### src/fgt_pkg.sv
// Package for the flow grouping table: item types, stored entry layout,
// scan controller states and fixed constants. No dependencies.
package fgt_pkg;

  localparam logic [3:0] LIMIT_RESET  = 4'd10;
  localparam int unsigned ADDR_W      = 13;
  localparam logic STATUS_STORED      = 1'b0;
  localparam logic STATUS_FULL        = 1'b1;

  typedef struct packed {
    logic [1:0]  pool_select;
    logic [31:0] src_ip;
    logic [31:0] dst_ip;
    logic [15:0] sport;
    logic [15:0] dport;
    logic [7:0]  protocol;
  } in_item_t;

  typedef struct packed {
    logic [5:0] group_index;
    logic [3:0] group_count;
    logic       new_group;
    logic       status;
  } out_item_t;

  typedef struct packed {
    logic [31:0] src_ip;
    logic [31:0] dst_ip;
    logic [15:0] sport;
    logic [15:0] dport;
    logic [7:0]  protocol;
  } key_t;

  typedef struct packed {
    key_t       key;
    logic [3:0] count;
  } entry_t;

  typedef struct packed {
    logic              rd_en;
    logic [ADDR_W-1:0] rd_addr;
    logic              wr_en;
    logic [ADDR_W-1:0] wr_addr;
    entry_t            wr_data;
  } mem_req_t;

  typedef enum logic [1:0] {
    ST_IDLE,
    ST_SCAN,
    ST_DONE
  } scan_state_e;

endpackage

### src/fgt_if.sv
// Valid/ready channel interfaces for packet items and result items.
// Depends on fgt_pkg for the payload types.
interface fgt_in_if;
  logic              valid;
  logic              ready;
  fgt_pkg::in_item_t payload;

  modport source (output valid, output payload, input ready);
  modport sink (input valid, input payload, output ready);
endinterface


### src/fgt_scan.sv
// Scan controller: walks the selected pool's groups through the group store,
// updates the matching group, appends a new one or reports the item as full. Depends on fgt_pkg, fgt_if.
module fgt_scan #(
  parameter int unsigned GROUPS_PER_POOL = 64,
  parameter int unsigned POOL_COUNT      = 3
) (
  input  logic                 clk_i,
  input  logic                 rst_ni,
  input  logic [3:0]           limit_i,
  fgt_in_if.sink               in_i,
  output logic                 res_valid_o,
  output fgt_pkg::out_item_t   res_o,
  input  logic                 res_ready_i,
  output fgt_pkg::mem_req_t    mem_req_o,
  input  fgt_pkg::entry_t      mem_rdata_i
);

  localparam int unsigned PW = (POOL_COUNT > 1) ? $clog2(POOL_COUNT) : 1;
  localparam int unsigned FW = $clog2(GROUPS_PER_POOL + 1);
  localparam int unsigned AW = fgt_pkg::ADDR_W;

  fgt_pkg::scan_state_e state_q, state_d;
  fgt_pkg::key_t        key_q, key_d;
  fgt_pkg::out_item_t   res_q, res_d;
  logic [PW-1:0]        pool_q, pool_d;
  logic [AW-1:0]        base_q, base_d;
  logic [FW-1:0]        cur_fill_q, cur_fill_d;
  logic [FW-1:0]        rd_idx_q, rd_idx_d;
  logic [FW-1:0]        cmp_idx_q, cmp_idx_d;
  logic                 rd_pend_q, rd_pend_d;
  logic [FW-1:0]        fill_q [POOL_COUNT];
  logic                 fill_we;
  logic                 pool_ok;
  logic [PW-1:0]        in_pool;
  logic                 hit;
  logic                 more;
  logic [3:0]           cnt_inc;

  assign in_pool = PW'(in_i.payload.pool_select);
  assign pool_ok = 32'(in_i.payload.pool_select) < POOL_COUNT;
  assign more    = rd_idx_q < cur_fill_q;
  assign cnt_inc = 4'(mem_rdata_i.count + 4'd1);
  assign hit     = rd_pend_q && (mem_rdata_i.key == key_q) && (mem_rdata_i.count < limit_i);

  always_comb begin
    state_d    = state_q;
    key_d      = key_q;
    res_d      = res_q;
    pool_d     = pool_q;
    base_d     = base_q;
    cur_fill_d = cur_fill_q;
    rd_idx_d   = rd_idx_q;
    cmp_idx_d  = cmp_idx_q;
    rd_pend_d  = 1'b0;
    fill_we    = 1'b0;
    in_i.ready = 1'b0;
    res_valid_o = 1'b0;
    mem_req_o  = '0;
    mem_req_o.rd_addr = AW'(32'(base_q) + 32'(rd_idx_q));
    mem_req_o.wr_data = '{key: key_q, count: 4'd1};
    case (state_q)
      fgt_pkg::ST_IDLE: begin
        in_i.ready = 1'b1;
        if (in_i.valid) begin
          key_d = '{src_ip:   in_i.payload.src_ip,
                    dst_ip:   in_i.payload.dst_ip,
                    sport:    in_i.payload.sport,
                    dport:    in_i.payload.dport,
                    protocol: in_i.payload.protocol};
          pool_d   = in_pool;
          rd_idx_d = '0;
          if (pool_ok) begin
            base_d     = AW'(32'(in_i.payload.pool_select) * GROUPS_PER_POOL);
            cur_fill_d = fill_q[in_pool];
            state_d    = fgt_pkg::ST_SCAN;
          end else begin
            res_d   = '{group_index: '0, group_count: '0, new_group: 1'b0,
                        status: fgt_pkg::STATUS_FULL};
            state_d = fgt_pkg::ST_DONE;
          end
        end
      end
      fgt_pkg::ST_SCAN: begin
        if (hit) begin
          mem_req_o.wr_en   = 1'b1;
          mem_req_o.wr_addr = AW'(32'(base_q) + 32'(cmp_idx_q));
          mem_req_o.wr_data = '{key: key_q, count: cnt_inc};
          res_d   = '{group_index: 6'(cmp_idx_q), group_count: cnt_inc, new_group: 1'b0,
                      status: fgt_pkg::STATUS_STORED};
          state_d = fgt_pkg::ST_DONE;
        end else if (!rd_pend_q && !more) begin
          if (32'(cur_fill_q) >= GROUPS_PER_POOL) begin
            res_d = '{group_index: '0, group_count: '0, new_group: 1'b0,
                      status: fgt_pkg::STATUS_FULL};
          end else begin
            mem_req_o.wr_en   = 1'b1;
            mem_req_o.wr_addr = AW'(32'(base_q) + 32'(cur_fill_q));
            fill_we = 1'b1;
            res_d = '{group_index: 6'(cur_fill_q), group_count: 4'd1, new_group: 1'b1,
                      status: fgt_pkg::STATUS_STORED};
          end
          state_d = fgt_pkg::ST_DONE;
        end else if (more) begin
          mem_req_o.rd_en = 1'b1;
          rd_pend_d = 1'b1;
          cmp_idx_d = rd_idx_q;
          rd_idx_d  = FW'(rd_idx_q + 1'b1);
        end
      end
      fgt_pkg::ST_DONE: begin
        res_valid_o = 1'b1;
        if (res_ready_i) begin
          state_d = fgt_pkg::ST_IDLE;
        end
      end
      default: begin
        state_d = fgt_pkg::ST_IDLE;
      end
    endcase
  end

  assign res_o = res_q;

  always_ff @(posedge clk_i or negedge rst_ni) begin
    if (!rst_ni) begin
      state_q   <= fgt_pkg::ST_IDLE;
      rd_pend_q <= 1'b0;
      for (int p = 0; p < POOL_COUNT; p++) begin
        fill_q[p] <= '0;
      end
    end else begin
      state_q   <= state_d;
      rd_pend_q <= rd_pend_d;
      if (fill_we) begin
        fill_q[pool_q] <= FW'(cur_fill_q + 1'b1);
      end
    end
  end

  always_ff @(posedge clk_i) begin
    key_q      <= key_d;
    res_q      <= res_d;
    pool_q     <= pool_d;
    base_q     <= base_d;
    cur_fill_q <= cur_fill_d;
    rd_idx_q   <= rd_idx_d;
    cmp_idx_q  <= cmp_idx_d;
  end

  a_write_in_scan: assert property (@(posedge clk_i) disable iff (!rst_ni)
    mem_req_o.wr_en |-> state_q == fgt_pkg::ST_SCAN)
    else $error("group store written outside a scan");

  a_read_below_fill: assert property (@(posedge clk_i) disable iff (!rst_ni)
    mem_req_o.rd_en |-> rd_idx_q < cur_fill_q)
    else $error("group read at or beyond the pool fill");

  a_fill_bounded: assert property (@(posedge clk_i) disable iff (!rst_ni)
    state_q == fgt_pkg::ST_SCAN |-> 32'(cur_fill_q) <= GROUPS_PER_POOL)
    else $error("pool fill exceeds the pool size");

  a_append_bumps_fill: assert property (@(posedge clk_i) disable iff (!rst_ni)
    fill_we |=> fill_q[$past(pool_q)] == FW'($past(cur_fill_q) + 1'b1))
    else $error("pool fill not advanced after an append");

endmodule
### src/flat_wrapper.sv
// flat-port wrapper written by rule: the top's interface ports become plain ports
module fgt_scan_flat 
#(
  parameter int unsigned GROUPS_PER_POOL = 64,
  parameter int unsigned POOL_COUNT      = 3
)
  (clk_i, rst_ni, limit_i, res_valid_o, res_o, res_ready_i, mem_req_o, mem_rdata_i, in_i_valid, in_i_payload, in_i_ready);
  fgt_in_if in_i_i ();
  input  logic clk_i;
  input  logic rst_ni;
  input  logic [3:0] limit_i;
  output logic res_valid_o;
  output fgt_pkg::out_item_t res_o;
  input  logic res_ready_i;
  output fgt_pkg::mem_req_t mem_req_o;
  input  fgt_pkg::entry_t mem_rdata_i;
  input wire logic [$bits(in_i_i.valid)-1:0] in_i_valid;
  input wire logic [$bits(in_i_i.payload)-1:0] in_i_payload;
  output wire logic [$bits(in_i_i.ready)-1:0] in_i_ready;
  assign in_i_i.valid = in_i_valid;
  assign in_i_i.payload = in_i_payload;
  assign in_i_ready = in_i_i.ready;
  fgt_scan #(.GROUPS_PER_POOL(GROUPS_PER_POOL), .POOL_COUNT(POOL_COUNT)) u_core (.clk_i(clk_i), .rst_ni(rst_ni), .limit_i(limit_i), .in_i(in_i_i), .res_valid_o(res_valid_o), .res_o(res_o), .res_ready_i(res_ready_i), .mem_req_o(mem_req_o), .mem_rdata_i(mem_rdata_i));
endmodule
### config.mk
export PLATFORM = sky130hd
export DESIGN_NAME = fgt_scan_flat
export DESIGN_NICKNAME = d
export VERILOG_FILES = /design/src/fgt_pkg.sv /design/src/fgt_if.sv /design/src/fgt_scan.sv /design/src/flat_wrapper.sv
export SDC_FILE = /design/constraint.sdc
export NUM_CORES = 1
export LEC_CHECK = 0
export BUFFER_PORTS_ARGS = -buffer_cell sky130_fd_sc_hd__buf_2
export CAP_MARGIN = 20
export CELL_PAD_IN_SITES_DETAIL_PLACEMENT = 0
export CELL_PAD_IN_SITES_GLOBAL_PLACEMENT = 2
export CORE_UTILIZATION = 31
export CTS_CLUSTER_DIAMETER = 60
export CTS_CLUSTER_SIZE = 24
export DETAILED_ROUTE_END_ITERATION = 10
export PLACE_DENSITY_LB_ADDON = 0.3
export SETUP_SLACK_MARGIN = 0.02
export SLEW_MARGIN = 20
export SYNTH_ARGS = -nofsm -noshare
export SYNTH_HDL_FRONTEND = slang
export SYNTH_SLANG_ARGS = --single-unit
### constraint.sdc
create_clock -name clk_i -period 6.45 [get_ports clk_i]
set_input_delay 1.6125 -clock clk_i [delete_from_list [all_inputs] [get_ports clk_i]]
set_output_delay 1.6125 -clock clk_i [all_outputs]
set_load 0.02 [all_outputs]
==> metrics.md <==
| Metric | Value |
|---|---|
| Die Span Y | `161 um` |
| Buffer levels on the longest clock path | `2` |
| Initial antenna violation count | `5` |
| Sequential power share | `0.438` |
| Clk_skew | `0.0132 ns` |
| Worst r2r src | `u_core.key_q[7]` |
| FF-to-FF End | `u_core.res_o[11]` |
| Seq/Total Area, Yosys | `0.620` |
| Worst slew margin | `0.428` |
| Comb pwr share | `0.297` |
| Fmax | `171 MHz` |
| Hold-fix buffers, CTS | `0` |
| Finished Layout Cells | `1270` |
| Warnings, synthesis | `0` |
| Initial Utilization | `0.318` |
| DRC | `0` |
| Row Count | `57` |
| Post-CTS Setup Inserts | `0` |
| Post-DR vias/cell | `4.62` |
| FFs w/ async S/R, synth | `0.145` |
| EDFF count, synth | `141` |
| Status | `finished, final reports clean` |
| Worst hold path type | `flip-flop to flip-flop` |
| Setup_tns | `0 ns` |
| MaxCap Viol Count | `0` |
| Ports | `372` |
| CP max-delay cell | `nor4_1` |
| Clock Power Share | `0.265` |
| Worst Setup Start Kind | `primary input` |
| Cts bufs inserted | `17` |
| Maximum VDD drop | `0.152 mV` |
| Worst hold start | `u_core.fill_q[15]` |
| Critical path's largest stage delay | `0.72 ns` |
| Post-Route WL | `26300 um` |
| Worst setup path end | `mem_req_o[121]` |
| Worst reg2reg setup slack | `2.98 ns` |
| Overflow after GRT | `0` |
| Area grow syn2layout | `35.0%` |
| Arrival time at the worst endpoint | `4.25 ns` |
| Crit path max fanout | `8` |
| DP HPWL | `21500 um` |
| I/O Buffers | `363` |
| CTS tree | `built` |
| Avg WL per Cell | `20.7 um` |
| GRT Overall Usage | `0.205` |
| R2R cell count | `7` |
| Core area | `24500 um2` |
| Main flop type after synthesis | `edfxtp_1` |
| LEAKAGE | `4.62 nW` |
| Final core occ | `0.429` |
| Critical Path End Type | `output pin` |
| Global-route wire length before repair | `38300 um` |
| Initial DRC Count | `322` |
| Placed cells | `1233` |
| Critical path type | `primary input to output pin` |
| Post_cts resized | `0` |
| Min-Delay Path Depth | `1` |
| Final Cycle Share | `0.909` |
| WP data required | `4.84 ns` |
| Vias in the first global route | `6175` |
| Synth Register Bits | `165` |
| Final hold violations | `0` |
| Clk_lat worst skew | `0.42 ns` |
| Syn_area_per_cell | `13.9 um2` |
| Clock root buffer master | `clkbuf_16` |
| Crit path launch | `mem_rdata_i[11]` |
| Largest net degree at the start of global routing | `64` |
| Final Net Count | `1168` |
| Via count | `5866` |
| Crit path cell chain | `buf_2 -> xor2_1 -> nor4_1 -> nand4_1 -> nor4_1 -> nand4_1 -> o21a_1 -> nor2_1 -> buf_2` |
| Synthesized cell area | `7800 um2` |
| PD cells | `379 nW/um2` |
| CTS sink count | `165` |
| Net Sw Frac | `0.353` |
| Die footprint | `25800 um2` |
| Cell-internal power | `2.58 mW` |
| Worst-Margin Slew | `0.857 ns` |
| Netlist cell types | `55` |
| Sw Pwr | `1.41 mW` |
| RSZ-0062 raised after global routing | `no` |
| Share of cells above drive strength 1 | `0.459` |
| Time the worst path needs with I/O delays and setup | `5.86 ns` |
| Die X | `161 um` |
| Clock-pin slew on the worst setup and hold paths | `0.07 ns` |
| CTS HTree Levels | `4` |
| Routed Antenna Nets | `0` |
| First-pass DRT Iterations | `5` |
| Max-slew violations | `0` |
| Syn Inst Count | `560` |
| RePlAce Congestion | `0.881` |
| Final setup violation count | `0` |
## power groups by stage
stage	clock (mW)	sequential (mW)	combinational (mW)
after floorplan	0	1.91	0.600
after CTS	1.08	1.75	1.21
after global routing	1.12	1.78	1.29
after global placement	0	1.77	1.20
after detailed placement	0	1.77	1.20
final	1.06	1.75	1.18
## kinds of logic (layout without fill, tap and decap cells)
| group | count (synthesis) | in the layout | synth area share |
|---|---|---|---|
| flops | 165 | 165 | 0.620 |
| simple gates | 157 | 157 | 0.124 |
| xor+xnor | 94 | 94 | 0.106 |
| compound gates | 51 | 51 | 0.0504 |
| buf+inv | 46 | 420 | 0.0321 |
| mux | 28 | 28 | 0.0393 |
| fa+ha+maj | 18 | 18 | 0.0289 |
| other cells | 1 | 13 | 0.000481 |
## cell type report
type,count,area [um2]
antenna,5,12.5
timing repair buffer,365,1830
fill,2366,14000
sequential,165,4830
clock inverter,14,175
clock buffer,18,429
multi-input combinational,356,2750
tap,324,405
inverter,23,86.3
## per-layer routing
layer  global-route usage  vias up  share of wire
met1                0.249     2787           0.42
met2                0.353      252           0.50
met3               0.0527       27          0.066
met5                    0        -              0
met4               0.0701        0          0.019
li1                     -     2800              -
## through the flow
stage | worst slack (ns) | hold WS (ns) | power (mW) | instance area, um2
after global placement | 0.714 | 0.487 | 2.96 | 9910
after global routing | 0.480 | 0.515 | 4.19 | 10500
after floorplan | 1.01 | 0.479 | 2.51 | 7830
after CTS | 0.635 | 0.508 | 4.04 | 10500
final | 0.586 | 0.506 | 3.99 | 10500
after detailed placement | 0.652 | 0.492 | 2.97 | 9910
## worst max-delay path: cells and delay by family
family / cells / cell delay (ns)
simple gates: 5 / 1.90
buf+inv: 2 / 0.31
compound gates: 1 / 0.22
xor+xnor: 1 / 0.20
## synthesized netlist by cell type (all sizes together) (14+ instances only)
| library cell | number | area share |
|---|---|---|
| edfxtp | 141 | 0.54 |
| xor2 | 76 | 0.085 |
| nor4 | 34 | 0.032 |
| dfrtp | 24 | 0.077 |
| nor2b | 24 | 0.019 |
| inv | 23 | 0.011 |
| mux2 | 21 | 0.030 |
| buf | 19 | 0.019 |
| ha | 18 | 0.029 |
| xnor2 | 18 | 0.020 |
| nand2 | 17 | 0.0082 |
| nor2 | 17 | 0.010 |
| a22o | 15 | 0.018 |
| nand2b | 14 | 0.011 |
## cell usage in the layout (no fill, tap or decap), types with 3 or more instances in the layout
cell / Yosys / routed
nor4_1: 31 / 31
clkbuf_16: 0 / 17
o21ai_0: 9 / 9
nand2b_1: 14 / 14
o2111a_1: 3 / 3
xnor2_1: 18 / 18
a2111oi_0: 3 / 3
diode_2: 0 / 5
dfrtp_1: 24 / 24
xor2_1: 76 / 76
bufinv_16: 0 / 3
nor2b_1: 24 / 24
and2_1: 7 / 6
nor2_1: 16 / 16
clkinvlp_4: 0 / 3
nand3_1: 12 / 12
a22o_2: 6 / 6
mux2i_1: 7 / 7
inv_6: 0 / 3
buf_2: 2 / 363
nand4_1: 11 / 11
nor3_1: 9 / 9
a21oi_1: 7 / 7
conb_1: 1 / 8
and3_1: 3 / 3
a22o_1: 9 / 9
edfxtp_1: 141 / 141
inv_1: 23 / 23
mux2_2: 21 / 21
nand2_1: 17 / 17
ha_1: 18 / 18
## registers in the layout (all words and copies together), names as in the netlist
register           cells
u_core.rd_idx_q        7
u_core.rd_pend_q       1
u_core.base_q          2
u_core.key_q         104
u_core.cur_fill_q      7
u_core.pool_q          2
u_core.fill_q         21
u_core.cmp_idx_q       7
u_core.state_q         2
u_core.res_o          12
## how the worst min path moves through the flow
stage	slack [ns]	endpoint
after global routing	0.51	u_core.fill_q[3]
after detailed placement	0.49	u_core.fill_q[15]
final	0.51	u_core.fill_q[15]
after floorplan	0.48	u_core.fill_q[14]
after CTS	0.51	u_core.fill_q[15]
after global placement	0.49	u_core.fill_q[15]
Note: power is estimated with default switching activity, not from simulation.
